## src/hdl/hsvrgb_pkg.sv

```systemverilog
`default_nettype none

package hsvrgb_pkg;

  localparam int unsigned HUE_TURN     = 360;
  localparam int unsigned HUE_SECTOR   = 60;
  localparam int unsigned DIV_X        = 15300;
  localparam int unsigned RECIP_X      = 280716;
  localparam int unsigned RECIP_X_SHFT = 32;
  localparam int unsigned DIV_Y        = 255;
  localparam int unsigned RECIP_Y      = 65793;
  localparam int unsigned RECIP_Y_SHFT = 24;
  localparam int unsigned QW           = 9;

  typedef enum logic [2:0] {
    SEC_R_G = 3'd0,
    SEC_G_R = 3'd1,
    SEC_G_B = 3'd2,
    SEC_B_G = 3'd3,
    SEC_B_R = 3'd4,
    SEC_R_B = 3'd5
  } sector_t;

  typedef struct packed {
    logic [8:0] hue;
    logic [7:0] saturation;
    logic [7:0] brightness;
    logic [7:0] white_in;
    logic [7:0] alpha_in;
  } hsv_word_t;

  typedef struct packed {
    logic [7:0] red;
    logic [7:0] green;
    logic [7:0] blue;
    logic [7:0] white_out;
    logic [7:0] alpha_out;
  } rgb_word_t;

  typedef struct packed {
    sector_t     sector;
    logic [5:0]  j;
    logic [15:0] p;
    logic [7:0]  brightness;
    logic [7:0]  white;
    logic [7:0]  alpha;
  } st1_t;

  typedef struct packed {
    sector_t     sector;
    logic [21:0] x;
    logic [15:0] y;
    logic [7:0]  brightness;
    logic [7:0]  white;
    logic [7:0]  alpha;
  } st2_t;

  typedef struct packed {
    sector_t       sector;
    logic [21:0]   x;
    logic [15:0]   y;
    logic [QW-1:0] qx0;
    logic [QW-1:0] qy0;
    logic [7:0]    brightness;
    logic [7:0]    white;
    logic [7:0]    alpha;
  } st3_t;

  typedef struct packed {
    sector_t       sector;
    logic [QW-1:0] q_ramp;
    logic [QW-1:0] q_zero;
    logic [7:0]    brightness;
    logic [7:0]    white;
    logic [7:0]    alpha;
  } st4_t;

endpackage

`default_nettype wire

```

## src/hdl/hsvrgb_front.sv

```systemverilog
`default_nettype none

module hsvrgb_front (
  input  logic                  clk,
  input  logic                  rst,
  input  logic                  en,
  input  logic                  valid,
  input  hsvrgb_pkg::hsv_word_t word,
  output logic                  st2_valid,
  output hsvrgb_pkg::st2_t      st2
);

  logic [8:0]          hm;
  logic [8:0]          sec_base;
  logic [5:0]          f;
  hsvrgb_pkg::sector_t sector;
  hsvrgb_pkg::st1_t    st1_next;
  hsvrgb_pkg::st1_t    st1;
  logic                st1_valid;
  hsvrgb_pkg::st2_t    st2_next;
  logic [21:0]         pj;

  // stage 1: wrap hue, find sector, chroma product
  always_comb begin
    hm = (word.hue >= 9'(hsvrgb_pkg::HUE_TURN)) ?
         word.hue - 9'(hsvrgb_pkg::HUE_TURN) : word.hue;
    if (hm >= 9'(5 * hsvrgb_pkg::HUE_SECTOR)) begin
      sector   = hsvrgb_pkg::SEC_R_B;
      sec_base = 9'(5 * hsvrgb_pkg::HUE_SECTOR);
    end else if (hm >= 9'(4 * hsvrgb_pkg::HUE_SECTOR)) begin
      sector   = hsvrgb_pkg::SEC_B_R;
      sec_base = 9'(4 * hsvrgb_pkg::HUE_SECTOR);
    end else if (hm >= 9'(3 * hsvrgb_pkg::HUE_SECTOR)) begin
      sector   = hsvrgb_pkg::SEC_B_G;
      sec_base = 9'(3 * hsvrgb_pkg::HUE_SECTOR);
    end else if (hm >= 9'(2 * hsvrgb_pkg::HUE_SECTOR)) begin
      sector   = hsvrgb_pkg::SEC_G_B;
      sec_base = 9'(2 * hsvrgb_pkg::HUE_SECTOR);
    end else if (hm >= 9'(hsvrgb_pkg::HUE_SECTOR)) begin
      sector   = hsvrgb_pkg::SEC_G_R;
      sec_base = 9'(hsvrgb_pkg::HUE_SECTOR);
    end else begin
      sector   = hsvrgb_pkg::SEC_R_G;
      sec_base = '0;
    end
    f = 6'(hm - sec_base);
    st1_next.sector     = sector;
    st1_next.j          = sector[0] ? f : 6'(hsvrgb_pkg::HUE_SECTOR) - f;
    st1_next.p          = {8'b0, word.saturation} * {8'b0, word.brightness};
    st1_next.brightness = word.brightness;
    st1_next.white      = word.white_in;
    st1_next.alpha      = word.alpha_in;
  end

  // stage 2: numerators for the two ceiling divisions
  always_comb begin
    pj                  = {6'b0, st1.p} * {16'b0, st1.j};
    st2_next.sector     = st1.sector;
    st2_next.x          = pj + 22'(hsvrgb_pkg::DIV_X - 1);
    st2_next.y          = st1.p + 16'(hsvrgb_pkg::DIV_Y - 1);
    st2_next.brightness = st1.brightness;
    st2_next.white      = st1.white;
    st2_next.alpha      = st1.alpha;
  end

  always_ff @(posedge clk) begin
    if (rst) begin
      st1_valid <= 1'b0;
      st2_valid <= 1'b0;
    end else if (en) begin
      st1_valid <= valid;
      st2_valid <= st1_valid;
    end
  end

  always_ff @(posedge clk) begin
    if (en) begin
      st1 <= st1_next;
      st2 <= st2_next;
    end
  end

endmodule

`default_nettype wire

```

## src/hdl/hsvrgb_div.sv

```systemverilog
`default_nettype none

module hsvrgb_div (
  input  logic             clk,
  input  logic             rst,
  input  logic             en,
  input  logic             st2_valid,
  input  hsvrgb_pkg::st2_t st2,
  output logic             st4_valid,
  output hsvrgb_pkg::st4_t st4
);

  localparam int unsigned PXW = 22 + 19;
  localparam int unsigned PYW = 16 + 17;

  logic [PXW-1:0]            prod_x;
  logic [PYW-1:0]            prod_y;
  hsvrgb_pkg::st3_t          st3_next;
  hsvrgb_pkg::st3_t          st3;
  logic                      st3_valid;
  logic [21:0]               mul_x;
  logic [21:0]               rem_x;
  logic [15:0]               mul_y;
  logic [15:0]               rem_y;
  hsvrgb_pkg::st4_t          st4_next;

  // stage 3: reciprocal multiply, estimate low by at most one
  always_comb begin
    prod_x              = {19'b0, st2.x} * PXW'(hsvrgb_pkg::RECIP_X);
    prod_y              = {17'b0, st2.y} * PYW'(hsvrgb_pkg::RECIP_Y);
    st3_next.sector     = st2.sector;
    st3_next.x          = st2.x;
    st3_next.y          = st2.y;
    st3_next.qx0        = prod_x[hsvrgb_pkg::RECIP_X_SHFT +: hsvrgb_pkg::QW];
    st3_next.qy0        = prod_y[hsvrgb_pkg::RECIP_Y_SHFT +: hsvrgb_pkg::QW];
    st3_next.brightness = st2.brightness;
    st3_next.white      = st2.white;
    st3_next.alpha      = st2.alpha;
  end

  // stage 4: remainder check and correction
  always_comb begin
    mul_x = {13'b0, st3.qx0} * 22'(hsvrgb_pkg::DIV_X);
    rem_x = st3.x - mul_x;
    mul_y = {7'b0, st3.qy0} * 16'(hsvrgb_pkg::DIV_Y);
    rem_y = st3.y - mul_y;
    st4_next.sector     = st3.sector;
    st4_next.q_ramp     = (rem_x >= 22'(hsvrgb_pkg::DIV_X)) ? st3.qx0 + 1'b1 : st3.qx0;
    st4_next.q_zero     = (rem_y >= 16'(hsvrgb_pkg::DIV_Y)) ? st3.qy0 + 1'b1 : st3.qy0;
    st4_next.brightness = st3.brightness;
    st4_next.white      = st3.white;
    st4_next.alpha      = st3.alpha;
  end

  always_ff @(posedge clk) begin
    if (rst) begin
      st3_valid <= 1'b0;
      st4_valid <= 1'b0;
    end else if (en) begin
      st3_valid <= st2_valid;
      st4_valid <= st3_valid;
    end
  end

  always_ff @(posedge clk) begin
    if (en) begin
      st3 <= st3_next;
      st4 <= st4_next;
    end
  end

endmodule

`default_nettype wire

```

## src/hdl/hsvrgb_out.sv

```systemverilog
`default_nettype none

module hsvrgb_out (
  input  logic                  clk,
  input  logic                  rst,
  input  logic                  st4_valid,
  input  hsvrgb_pkg::st4_t      st4,
  input  logic                  rgb_stall,
  output logic                  rgb_valid,
  output hsvrgb_pkg::rgb_word_t rgb,
  output logic                  full
);

  logic [8:0]            d_ramp;
  logic [8:0]            d_zero;
  logic [7:0]            full_ch;
  logic [7:0]            ramp_ch;
  logic [7:0]            zero_ch;
  hsvrgb_pkg::rgb_word_t word_new;
  hsvrgb_pkg::rgb_word_t skid;
  logic                  arrive;
  logic                  open;

  // channel select
  always_comb begin
    d_ramp  = {1'b0, st4.brightness} - st4.q_ramp;
    d_zero  = {1'b0, st4.brightness} - st4.q_zero;
    full_ch = st4.brightness;
    ramp_ch = d_ramp[7:0];
    zero_ch = d_zero[7:0];
    word_new.white_out = st4.white;
    word_new.alpha_out = st4.alpha;
    case (st4.sector)
      hsvrgb_pkg::SEC_R_G: begin
        word_new.red = full_ch; word_new.green = ramp_ch; word_new.blue = zero_ch;
      end
      hsvrgb_pkg::SEC_G_R: begin
        word_new.red = ramp_ch; word_new.green = full_ch; word_new.blue = zero_ch;
      end
      hsvrgb_pkg::SEC_G_B: begin
        word_new.red = zero_ch; word_new.green = full_ch; word_new.blue = ramp_ch;
      end
      hsvrgb_pkg::SEC_B_G: begin
        word_new.red = zero_ch; word_new.green = ramp_ch; word_new.blue = full_ch;
      end
      hsvrgb_pkg::SEC_B_R: begin
        word_new.red = ramp_ch; word_new.green = zero_ch; word_new.blue = full_ch;
      end
      default: begin
        word_new.red = full_ch; word_new.green = zero_ch; word_new.blue = ramp_ch;
      end
    endcase
  end

  assign arrive = st4_valid & ~full;
  assign open   = ~rgb_valid | ~rgb_stall;

  // output register plus skid word
  always_ff @(posedge clk) begin
    if (rst) begin
      rgb_valid <= 1'b0;
      full      <= 1'b0;
    end else if (open) begin
      rgb_valid <= full | arrive;
      full      <= 1'b0;
    end else if (arrive) begin
      full <= 1'b1;
    end
  end

  always_ff @(posedge clk) begin
    if (open) begin
      rgb <= full ? skid : word_new;
    end
    if (!open && arrive) begin
      skid <= word_new;
    end
  end

endmodule

`default_nettype wire

```

## src/hdl/hsv_to_rgbwa_pixel.sv

```systemverilog
// channel  | valid     | stall     | word
// ---------+-----------+-----------+------------------------
// hsv in   | hsv_valid | hsv_stall | hsv (hsv_word_t)
// rgb out  | rgb_valid | rgb_stall | rgb (rgb_word_t)
//
// one word per clock while hsv_stall is low; from accept to rgb_valid
// a word passes sector, numerator, multiply, correction and output registers
// rst clears all valid bits and the skid flag, payload is not reset
// hsv_stall is the registered skid flag, so no path from rgb_stall
// a stalled output parks one word in the skid and freezes the pipe
`default_nettype none

module hsv_to_rgbwa_pixel (
  input  logic                  clk,
  input  logic                  rst,
  input  logic                  hsv_valid,
  output logic                  hsv_stall,
  input  hsvrgb_pkg::hsv_word_t hsv,
  output logic                  rgb_valid,
  input  logic                  rgb_stall,
  output hsvrgb_pkg::rgb_word_t rgb
);

  logic             en;
  logic             full;
  logic             st2_valid;
  hsvrgb_pkg::st2_t st2;
  logic             st4_valid;
  hsvrgb_pkg::st4_t st4;

  assign en        = ~full;
  assign hsv_stall = full;

  hsvrgb_front u_front (
    .clk       (clk),
    .rst       (rst),
    .en        (en),
    .valid     (hsv_valid),
    .word      (hsv),
    .st2_valid (st2_valid),
    .st2       (st2)
  );

  hsvrgb_div u_div (
    .clk       (clk),
    .rst       (rst),
    .en        (en),
    .st2_valid (st2_valid),
    .st2       (st2),
    .st4_valid (st4_valid),
    .st4       (st4)
  );

  hsvrgb_out u_out (
    .clk       (clk),
    .rst       (rst),
    .st4_valid (st4_valid),
    .st4       (st4),
    .rgb_stall (rgb_stall),
    .rgb_valid (rgb_valid),
    .rgb       (rgb),
    .full      (full)
  );

`ifndef SYNTHESIS
  a_skid_has_out: assert property (@(posedge clk) disable iff (rst)
    full |-> rgb_valid)
    else $error("skid holds a word while output is empty");

  a_skid_cause: assert property (@(posedge clk) disable iff (rst)
    $rose(full) |-> $past(rgb_valid && rgb_stall))
    else $error("skid filled without a stalled output");

  a_ramp_le_zero: assert property (@(posedge clk) disable iff (rst)
    st4_valid |-> (st4.q_ramp <= st4.q_zero))
    else $error("ramp quotient exceeds offset quotient");

  a_zero_le_v: assert property (@(posedge clk) disable iff (rst)
    st4_valid |-> (st4.q_zero <= {1'b0, st4.brightness}))
    else $error("chroma exceeds brightness");
`endif

endmodule

`default_nettype wire

```

## config.mk

```make
export PLATFORM = sky130hd
export DESIGN_NAME = hsv_to_rgbwa_pixel
export DESIGN_NICKNAME = d
export VERILOG_FILES = /design/src/hdl/hsvrgb_pkg.sv /design/src/hdl/hsvrgb_front.sv /design/src/hdl/hsvrgb_div.sv /design/src/hdl/hsvrgb_out.sv /design/src/hdl/hsv_to_rgbwa_pixel.sv
export SDC_FILE = /design/constraint.sdc
export NUM_CORES = 1
export LEC_CHECK = 0
export BUFFER_PORTS_ARGS = -buffer_cell sky130_fd_sc_hd__buf_2
export CAP_MARGIN = 25
export CORE_MARGIN = 1
export CORE_UTILIZATION = 39
export DETAILED_ROUTE_END_ITERATION = 6
export PLACE_DENSITY = 0.65
export SYNTH_ARGS = -nofsm -noshare
export SYNTH_HDL_FRONTEND = slang
export SYNTH_SLANG_ARGS = --single-unit
```

## constraint.sdc

```tcl
create_clock -name clk -period 11.9 [get_ports clk]
set_input_delay 2.38 -clock clk [delete_from_list [all_inputs] [get_ports clk]]
set_output_delay 2.38 -clock clk [all_outputs]
set_load 0.02 [all_outputs]
```

==> results of run 1 <==
[layout by cell type, fill, tap and decap left out, types with 6 or more instances in the layout]
master	count
a211oi_1	14
a21boi_0	12
a21o_1	26
a21oi_1	96
a22oi_1	8
a31oi_1	13
and2_1	68
and3_1	14
buf_2	86
clkbuf_16	41
clkinv_2	7
dfxtp_1	6
edfxtp_1	318
fa_1	235
ha_1	398
inv_1	410
mux2_2	40
mux2i_1	18
nand2_1	161
nand2b_1	13
nand3_1	23
nand4_1	17
nor2_1	79
nor2b_1	21
nor3_1	27
o211ai_1	7
o21a_1	11
o21ai_0	64
o21bai_1	7
o22ai_1	9
or2_2	13
or3_1	6
xnor2_1	94
xor2_1	34
[cells by family after synthesis]
| group | after synthesis | share of synthesized area (%) |
|---|---|---|
| AOI/OAI and AO/OA | 321 | 7.79 |
| xor gates and xnor gates | 129 | 4.18 |
| adders and majority gates | 634 | 35.5 |
| buffers and inverters | 448 | 6.20 |
| DFF | 324 | 35.4 |
| muxes | 59 | 2.36 |
| and+or+nand+nor | 472 | 8.66 |
[synth_stat cells (all sizes together), types with 3 or more instances]
cell,number,area (µm²)
ha,398,4980
o221ai,4,35.0
o21ai,67,339
fa,235,4700
a21boi,12,90.1
or2,13,81.3
nor4,4,55.1
o21a,11,82.6
mux2i,18,180
or3,6,37.5
o41ai,7,76.3
nand3b,5,37.5
dfxtp,6,120
a2111oi,3,28.8
a22oi,8,60.1
buf,6,35.0
nand4,17,106
xnor2,94,823
a211oi,15,118
and2,69,434
edfxtp,318,9550
a221oi,3,26.3
o22ai,9,56.3
a31oi,14,93.8
nand4b,3,26.3
a21oi,99,514
and3,15,95.1
inv,410,1540
a21o,26,195
nand2b,13,81.3
mux2,41,465
o211ai,9,86.3
xor2,34,298
nand2,163,614
o21bai,8,63.8
nor2b,22,140
clkbuf,31,116
or4,4,30.0
o2111ai,6,70.1
o31ai,3,36.3
nor3,27,135
nand3,23,115
nor2,79,297
[sequential cells by signal, summed over array words and instances, names as in the netlist]
register and flops:
u_div.st3 81, u_div.st3_valid 1, u_div.st4 43, u_div.st4_valid 1, u_front.st1 49, u_front.st1_valid 1, u_front.st2 65, u_front.st2_valid 1
u_out.full 1, u_out.rgb 40, u_out.rgb_valid 1, u_out.skid 40
[stage by stage]
step | setup WS (ps) | utilization, % | area [µm²] | std cells
2_1_floorplan | 3330 | - | 27300 | 2387
3_3_place_gp | 5130 | 41.8 | 28800 | 3371
3_5_place_dp | 5030 | 41.8 | 28800 | 3371
4_1_cts | 5420 | 43.8 | 30200 | 3442
5_1_grt | 5030 | 43.8 | 30200 | 3445
6_report | 5400 | 43.8 | 30200 | 3445
[routing by layer]
layer / track usage, % / vias to the layer above
met1: 19.3 / 8395
met5: 0 / -
met2: 26.2 / 289
met4: 4.32 / 0
li1: - / 8349
met3: 1.90 / 75
[worst reg2reg max path, stage by stage (launching register included)]
cell and delay (ps):
edfxtp_1 540, ha_1 410, ha_1 300, inv_1 50
fa_1 510, fa_1 550, inv_1 40, ha_1 340
nor2b_1 150, o21ai_0 210, a21boi_0 120, o21ai_0 230
a21boi_0 130, o21ai_0 230, a21oi_1 120, o41ai_1 330
xor2_1 150, ha_1 340, inv_1 70, a221oi_1 290
o21ai_0 120, nand3b_1 220, nor4_4 270, o2111ai_4 270
nand4_1 200, xnor2_1 70
[worst max path at each step]
stage,end,depth (start not counted),from,slack [ps]
5_1_grt,u_div.st4[40],25,u_div.st3[36],5030
2_1_floorplan,u_out.rgb[30],4,u_out.full,3330
6_report,u_div.st4[40],25,u_div.st3[36],5400
4_1_cts,u_div.st4[40],23,u_div.st3[39],5420
3_3_place_gp,u_front.st1[39],17,hsv[25],5130
3_5_place_dp,u_front.st1[39],17,hsv[25],5030
[final cells by class]
class                      instances  area (µm²)  area share (%)
clock inverter                    23         259           0.857
multi-input combinational       1615       16000            52.9
sequential                       324        9670            32.0
tap                              931        1160            3.85
timing repair buffer              93         515            1.71
clock buffer                      48        1080            3.58
inverter                         411        1550            5.13
==> summary.md, run 1 <==
| Metric | Value |
|---|---|
| Status | complete, no violations |
| Die ar. | slightly above 0.07 mm² |
| Register area share after synthesis | about 35% |
| Worst-skew pair later-pin latency | between 500 and 600 ps |
| Final min period | about 6500 ps |
| Number of synthesis warnings | 0 |
| Endpoint, Worst Hold | u_div.st4[17] |
| Dpl hpwl | slightly above 40000 µm |
| Detailed-routed wire length on met3 | 1770 µm |
| Detailed Route Iter0 Violations | between 600 and 700 |
| Crit path launch type | register |
| First-pass GRT wire length | approximately 87000 µm |
| Top delay family on crit path | adder cells |
| Final period utilization | a little over half |
| Hold crit path type | reg2reg |
| Vias/cell | 4.97 |
| Final Skew | roughly 32 ps |
| Gr ovfl total | 0 |
| CP endpoint kind | register |
| Average size of a mapped cell | 11.5 µm² |
| Avg WL per Cell | between 15 and 20 µm |
| WL final | 51700 µm |
| WL met1 | about 23000 µm |
| Worst Hold Depth | 0 |
| CTS Buf Count | 39 |
| ANT cells | 0 |
| GRT Overall Usage | 15.0% |
| # hold bufs at CTS | 0 |
| Starting Density | 39.7% |
| I/O pin cnt | just under 90 |
| CP arrival | about 6800 ps |
| Share of cells above drive strength 1 | a little under a tenth |
| Row count | 96 |
| H-tree depth | 2 |
| Worst r2r dst | u_div.st4[40] |
| Filler instances | about 6400 |
| Crit path kind | reg2reg |
| Post-CTS setup buffers | 0 |
| Synth Flop Type | edfxtp_1 |
| Final Hold Fails | 0 |
| Library cells used by synthesis | just under 90 |
| Net count, final | ~3200 |
| Reg clk slew, reported paths | 60 ps |
| Buf+Inv Stages, Crit Path | 3 |
| Area of the mapped netlist | approximately 0.027 mm² |
| WL met2 | around 26000 µm |
| Slowest stage delay, CP | 550 ps |
| Core Area | between 0.06 and 0.07 mm² |
| Fin. max-slew vios | 0 |
| Syn nets | a little over 3000 |
| RSZ-0062 raised after global routing | false |
| Slew of the pin with the lowest slew margin | between 1000 and 1500 ps |
| Post-CTS resize count | 0 |
| Asr flop ratio synth | 0% |
| Die width | between 200 and 300 µm |
| Via count | 17108 |
| CTS tree | built |
| Setup-failing EPs final | 0 |
| CTS Sinks | 324 |
| Vias in the first global route | 17968 |
| FF-to-FF setup slack | 5400 ps |
| CTS root buf | clkbuf_16 |
| Initial antenna violation count | 1 |
| DRT Pass-1 Iters | 7 |
| Crit Path Max Fanout | 9 |
| HP Start | u_div.st3[17] |
| Critical R2R Launch | u_div.st3[36] |
| Max transition margin | a little under a third |
| Largest net degree at the start of global routing | roughly 160 |
| Worst hold slack | between 400 and 500 ps |
| Top layer in use | met4 |
| Slowest cell on the critical path | fa_1 |
| Post-synth EDFFs | about 320 |
| Clk buf depth | 3 |
| DR DRC count | 0 |
| R2r worst-path depth | 25 |
| Syn Inst Count | approximately 2400 |
| Syn-to-layout area delta | 10.6% |
| Setup TNS | 0 ps |
| Max cap viols | 0 |
| ANT nets after route | 0 |
| Global placement routability congestion | about 0.9 |
| F_max | between 0.15 and 0.2 GHz |
| Die Y | approximately 270 µm |
| Synth Register Bits | ~320 |
| Required time of the critical path | roughly 12000 ps |
| Port bufs | 86 |
Power of run 1 is left out: the tool's default activity adds up to more than one toggle a clock period on the data nets, which glitch-free logic cannot reach.
==> run 2: changes to the inputs <==
clock period = 6.4 ns   (was 11.9 ns; I/O delays follow)
==> run 2 against run 1 <==
Net effect: sequential share of layout area decreased by 0.22 points; clock-buffer cell count shrank 2; global-route usage up 0.23 points; final area up 0.69%; via count increased by 1.2%; non-clock buffer count up 18; cell count is 0.49% higher; critical path depth unchanged; first-iteration DRC count increased by 26%.
==> summary.md, run 2 (synthesis gave the netlist of run 1 again) <==
| Metric | Value |
|---|---|
| Status | complete, no violations (unchanged) |
| Largest net degree at the start of global routing | 200 (was 156) |
| Dpl hpwl | 41700 µm (was 41500 µm) |
| Slew of the pin with the lowest slew margin | 1160 ps (was 1030 ps) |
| Die ar. | 0.0712 mm² (unchanged) |
| Reg with most FFs | u_div.st3 (unchanged) |
| Final Skew | 16.5 ps (was 32.1 ps) |
| Vias in the first global route | 17822 (was 17968) |
| Clk buf depth | 3 (unchanged) |
| Net count, final | 3180 (was 3162) |
| Die width | 267 µm (unchanged) |
| GRT Overall Usage | 15.2% (was 15.0%) |
| Die Y | 267 µm (unchanged) |
| Max cap viols | 0 (unchanged) |
| Post-layout util | 44.1% (was 43.8%) |
| Crit path launch type | register (unchanged) |
| First-pass GRT wire length | 87500 µm (was 86800 µm) |
| Post-Place Worst Slack | 97.8 ps (was 5030 ps) |
| Fin. max-slew vios | 0 (unchanged) |
| Worst-skew pair later-pin latency | 560 ps (was 570 ps) |
| CTS Buf Count | 38 (was 39) |
| F_max | 0.162 GHz (was 0.154 GHz) |
| Final worst setup slack | 240 ps (was 5400 ps) |
| Regs by FF count | u_div.st3 (81), u_front.st2 (65), u_front.st1 (49) (unchanged) |
| ANT cells | 0 (unchanged) |
| Initial antenna violation count | 0 (was 1) |
| Setup-failing EPs final | 0 (unchanged) |
| Syn-to-layout area delta | 11.3% (was 10.6%) |
| Commonest non-fill, non-tap cell in the layout | inv_1 (unchanged) |
| CTS tree | built (unchanged) |
| Required time of the critical path | 6710 ps (was 12210 ps) |
| Avg WL per Cell | 15.4 µm (was 15.0 µm) |
| WL final | 53200 µm (was 51700 µm) |
| Starting Density | 39.7% (unchanged) |
| Final period utilization | 96.2% (was 54.6%) |
| Share of cells above drive strength 1 | 10.3% (was 9.35%) |
| Port bufs | 86 (unchanged) |
| Max transition margin | 22.4% (was 31.4%) |
| Crit path kind | reg2reg (unchanged) |
| DR DRC count | 0 (unchanged) |
| CP endpoint kind | register (unchanged) |
| Reg clk slew, reported paths | 60 ps (about the same) |
| Gr ovfl total | 0 (unchanged) |
| CTS Sinks | 324 (unchanged) |
| Final min period | 6160 ps (was 6500 ps) |
| Most frequent cells in the layout | 410 x inv_1, 396 x ha_1, 318 x edfxtp_1 (was 410 x inv_1, 398 x ha_1, 318 x edfxtp_1) |
| CP arrival | 6470 ps (was 6810 ps) |
| Vias/cell | 5.00 (was 4.97) |
| Row count | 96 (unchanged) |
| Largest register FFs | 81 (unchanged) |
| Detailed Route Iter0 Violations | 847 (was 672) |
| Core Area | 0.0689 mm² (unchanged) |
| Worst r2r dst | u_div.st4[39] (was u_div.st4[40]) |
| R2r worst-path depth | 25 (unchanged) |
| I/O pin cnt | 87 (unchanged) |
| Via count | 17315 (was 17108) |
| CTS root buf | clkbuf_16 (unchanged) |
| DRT Pass-1 Iters | 5 (was 7) |
| Critical R2R Launch | u_div.st3[36] (unchanged) |
| Final Hold Fails | 0 (unchanged) |
| Global placement routability congestion | 0.885 (was 0.876) |
| Worst Hold Depth | 0 (unchanged) |
| Crit Path Max Fanout | 6 (was 9) |
| ANT nets after route | 0 (unchanged) |
| HP Start | u_front.st2[20] (was u_div.st3[17]) |
| FF-to-FF setup slack | 240 ps (was 5400 ps) |
| Endpoint, Worst Hold | u_div.st3[20] (was u_div.st4[17]) |
| H-tree depth | 2 (unchanged) |
| Hold crit path type | reg2reg (unchanged) |
==> run 2: cell types whose count changed in the layout (fill, tap and decap cells not counted), sizes merged <==
| cell | before | now |
|---|---|---|
| buf | 93 | 111 |
| bufinv | 3 | 6 |
| clkbuf | 48 | 46 |
| inv | 414 | 411 |
| o2111ai | 6 | 7 |
==> run 2: metrics by stage <==
step	hold slack (ps)	setup TNS, ps	cell area, µm²	instances
global placement	400	0	28900	3381
finish	408	0	30400	3462
global route	421	-486	30400	3462
floorplan	400	0	27300	2387
detailed placement	405	0	28900	3381
CTS	407	0	30200	3450
==> run 2: cell type report <==
type	instances	area [µm²]
well taps	931	1160
clock buffers	46	981
inverters	411	1550
clock inverters	23	330
multi-input cells	1616	16100
repair buffers	111	663
fillers	6366	38500
flip-flops and latches	324	9670
==> run 2: how the worst max path moves through the flow <==
stage / depth (start not counted) / from / to
2_1_floorplan: 23 / u_div.st3[39] / u_div.st4[40]
5_1_grt: 23 / u_div.st3[36] / u_div.st4[40]
4_1_cts: 26 / u_div.st3[34] / u_div.st4[40]
6_report: 25 / u_div.st3[36] / u_div.st4[39]
3_3_place_gp: 26 / u_div.st3[35] / u_div.st4[40]
3_5_place_dp: 26 / u_div.st3[34] / u_div.st4[40]
==> run 2: layer usage <==
layer	global-route usage [%]	up-vias	routed length, µm
li1	-	8390	-
met1	20.0	8480	24100
met2	25.9	353	25700
met3	2.02	92	2070
met4	4.74	0	1320
met5	0	-	0
==> run 2: worst max-delay path, stage by stage (launching register included) <==
cell	delay, ps
edfxtp_1	400
buf_4	180
fa_1	520
fa_1	550
inv_1	50
fa_1	480
inv_1	60
fa_1	480
ha_1	350
o21ai_1	120
a21boi_0	120
o21ai_1	220
a21oi_2	90
buf_4	140
o41ai_2	290
xor2_1	130
ha_1	330
inv_1	60
a221oi_1	280
o21ai_0	120
nand3b_1	200
nor4_4	140
buf_4	190
o2111ai_4	170
nand3_1	160
xnor2_1	70
==> run 2: repair_timing <==
| action | in CTS | in global routing |
|---|---|---|
| setup buffers | 0 | 9 |
| endpoints found under the setup margin | 0 | 8 |
| resized for setup | 0 | 17 |
| hold buffers | 0 | 0 |
Power of run 2 is left out for the same reason.
==> run 3: changes to the inputs <==
CORE_ASPECT_RATIO = 1.5   (was unset)
==> run 3 against run 2 <==
Net effect: cell count decreased by 1.1%; non-clock buffer count grew 1; global-route usage up 0.14 points; via count fell by 0.27%; critical path depth is 3 lower; sequential share of layout area increased by 0.26 points; largest cell class unchanged; fmax down 0.81%; final area decreased by 0.82%; wire length increased by 2.2%; highest routed layer unchanged; first-iteration DRC count fell by 12%.
==> summary.md, run 3 (synthesis gave the netlist of run 1 again) <==
| Metric | Value |
|---|---|
| # hold bufs at CTS | 0 (unchanged) |
| Finished Layout Cells | 3425 (was 3462) |
| Worst Hold Depth | 0 (unchanged) |
| Post-layout util | 43.6% (was 44.1%) |
| Initial antenna violation count | 0 (unchanged) |
| CP endpoint kind | register (unchanged) |
| Slowest stage delay, CP | 640 ps (was 550 ps) |
| Crit Path Max Fanout | 9 (was 6) |
| Share of cells above drive strength 1 | 9.98% (was 10.3%) |
| Status | complete, no violations (unchanged) |
| Net count, final | 3178 (was 3180) |
| Global placement routability congestion | 0.894 (was 0.885) |
| Starting Density | 39.5% (was 39.7%) |
| Largest net degree at the start of global routing | 124 (was 200) |
| R2r worst-path depth | 22 (was 25) |
| Required time of the critical path | 6670 ps (was 6710 ps) |
| Row count | 118 (was 96) |
| Commonest non-fill, non-tap cell in the layout | inv_1 (unchanged) |
| Syn-to-layout area delta | 10.4% (was 11.3%) |
| GRT Overall Usage | 15.3% (was 15.2%) |
| Largest register FFs | 81 (unchanged) |
| Detailed Route Iter0 Violations | 746 (was 847) |
| DR DRC count | 0 (unchanged) |
| Crit path kind | reg2reg (unchanged) |
| Regs by FF count | u_div.st3 (81), u_front.st2 (65), u_front.st1 (49) (unchanged) |
| Reg area | 0.00967 mm² (unchanged) |
| Final Hold Fails | 0 (unchanged) |
| Dpl hpwl | 43800 µm (was 41700 µm) |
| F_max | 0.161 GHz (was 0.162 GHz) |
| Dpl cells | 3354 (was 3381) |
| Setup-failing EPs final | 0 (unchanged) |
| I/O pin cnt | 87 (unchanged) |
| CP arrival | 6480 ps (was 6470 ps) |
| Die ar. | 0.0712 mm² (about the same) |
| CTS Sinks | 324 (unchanged) |
| Worst-path cell chain | fa_2, inv_1, fa_1, inv_1, fa_1, inv_1, fa_1, inv_1, ha_1, a21boi_0, o21ai_1, nand2b_1, xnor2_1, ha_2, o21a_1, o21a_1, o21ai_0, a311oi_1, nor4_4, buf_4, o2111ai_2, xor2_1 |
| Slowest cell on the critical path | fa_2 (was fa_1) |
| Final period utilization | 97.0% (was 96.2%) |
| ANT cells | 0 (unchanged) |
| Via count | 17268 (was 17315) |
| Crit path launch type | register (unchanged) |
| Worst-skew pair later-pin latency | 550 ps (was 560 ps) |
| Reg with most FFs | u_div.st3 (unchanged) |
| Final Skew | 14.5 ps (was 16.5 ps) |
| Multi-input logic area | 0.0161 mm² (about the same) |
| CTS tree | built (unchanged) |
| Vias in the first global route | 18384 (was 17822) |
| Crit path top cell by count | inv_1 (was fa_1) |
| Slew of the pin with the lowest slew margin | 996 ps (was 1160 ps) |
| CTS root buf | clkbuf_16 (unchanged) |
| Port bufs | 86 (unchanged) |
| Gr ovfl total | 0 (unchanged) |
| Final min period | 6210 ps (was 6160 ps) |
| Vias/cell | 5.04 (was 5.00) |
| Hold crit path type | reg2reg (unchanged) |
| Placed instance area | 0.0289 mm² (about the same) |
| Avg WL per Cell | 15.9 µm (was 15.4 µm) |
| Die width | 218 µm (was 267 µm) |
| Core Area | 0.0692 mm² (was 0.0689 mm²) |
| Fin. max-slew vios | 0 (unchanged) |
| DRT Pass-1 Iters | 5 (unchanged) |
| WL final | 54300 µm (was 53200 µm) |
| Final Cell Area | 0.0302 mm² (was 0.0304 mm²) |
| First-pass GRT wire length | 88400 µm (was 87500 µm) |
| ANT nets after route | 0 (unchanged) |
| Max cap viols | 0 (unchanged) |
| Clk buf depth | 3 (unchanged) |
| Die Y | 326 µm (was 267 µm) |
| CTS Buf Count | 35 (was 38) |
| Reg clk slew, reported paths | 60 ps (about the same) |
| Most frequent cells in the layout | 410 x inv_1, 397 x ha_1, 318 x edfxtp_1 (was 410 x inv_1, 396 x ha_1, 318 x edfxtp_1) |
| Filler instances | 6332 (was 6366) |
| Max transition margin | 33.4% (was 22.4%) |
| H-tree depth | 2 (unchanged) |
-- run 3: cell type report --
cell class	instances	share of cell area, %
multi-input cells	1616	53.2
clock inverters	21	0.775
inverters	411	5.13
well taps	900	3.73
repair buffers	112	2.18
flip-flops and latches	324	32.0
clock buffers	41	2.98
-- run 3: what timing repair did --
item | 4_1_cts | 5_1_grt
buffers inserted | 0 | 6
resized for setup | 0 | 13
endpoints found under the setup margin | 0 | 8
-- run 3: path summary, 6_finish.rpt --
kind	startpoint	endpoint	slack, ps
worst max-delay path	u_div.st3[39]	u_div.st4[33]	190
worst min-delay path	u_front.st2[2]	u_div.st3[2]	410
worst min register to register	u_front.st2[2]	u_div.st3[2]	410
worst max register to register	u_div.st3[39]	u_div.st4[33]	190
-- run 3: per-layer routing --
layer,vias up,wire (µm),track usage [%]
met5,-,0,0
met4,0,1820,5.47
met3,106,1850,2.09
met2,341,29600,29.7
met1,8442,21100,16.7
li1,8379,-,-
-- run 3: worst max-delay path: cells and delay by family (launching register included) --
| family | cells | cell delay [ps] |
|---|---|---|
| AOI/OAI and AO/OA | 7 | 1310 |
| xor gates and xnor gates | 2 | 450 |
| adders and majority gates | 6 | 2990 |
| buffers and inverters | 5 | 440 |
| DFF | 1 | 420 |
| and+or+nand+nor | 2 | 340 |
-- run 3: per-stage QoR --
stage,hold WS (ps),setup WS (ps),setup TNS (ps)
final,409,190,0
after global routing,416,-25.1,-29.1
after CTS,414,3.33,0
after detailed placement,405,44.0,0
after global placement,403,166,0
after floorplan,400,517,0
Power of run 3 is left out for the same reason.
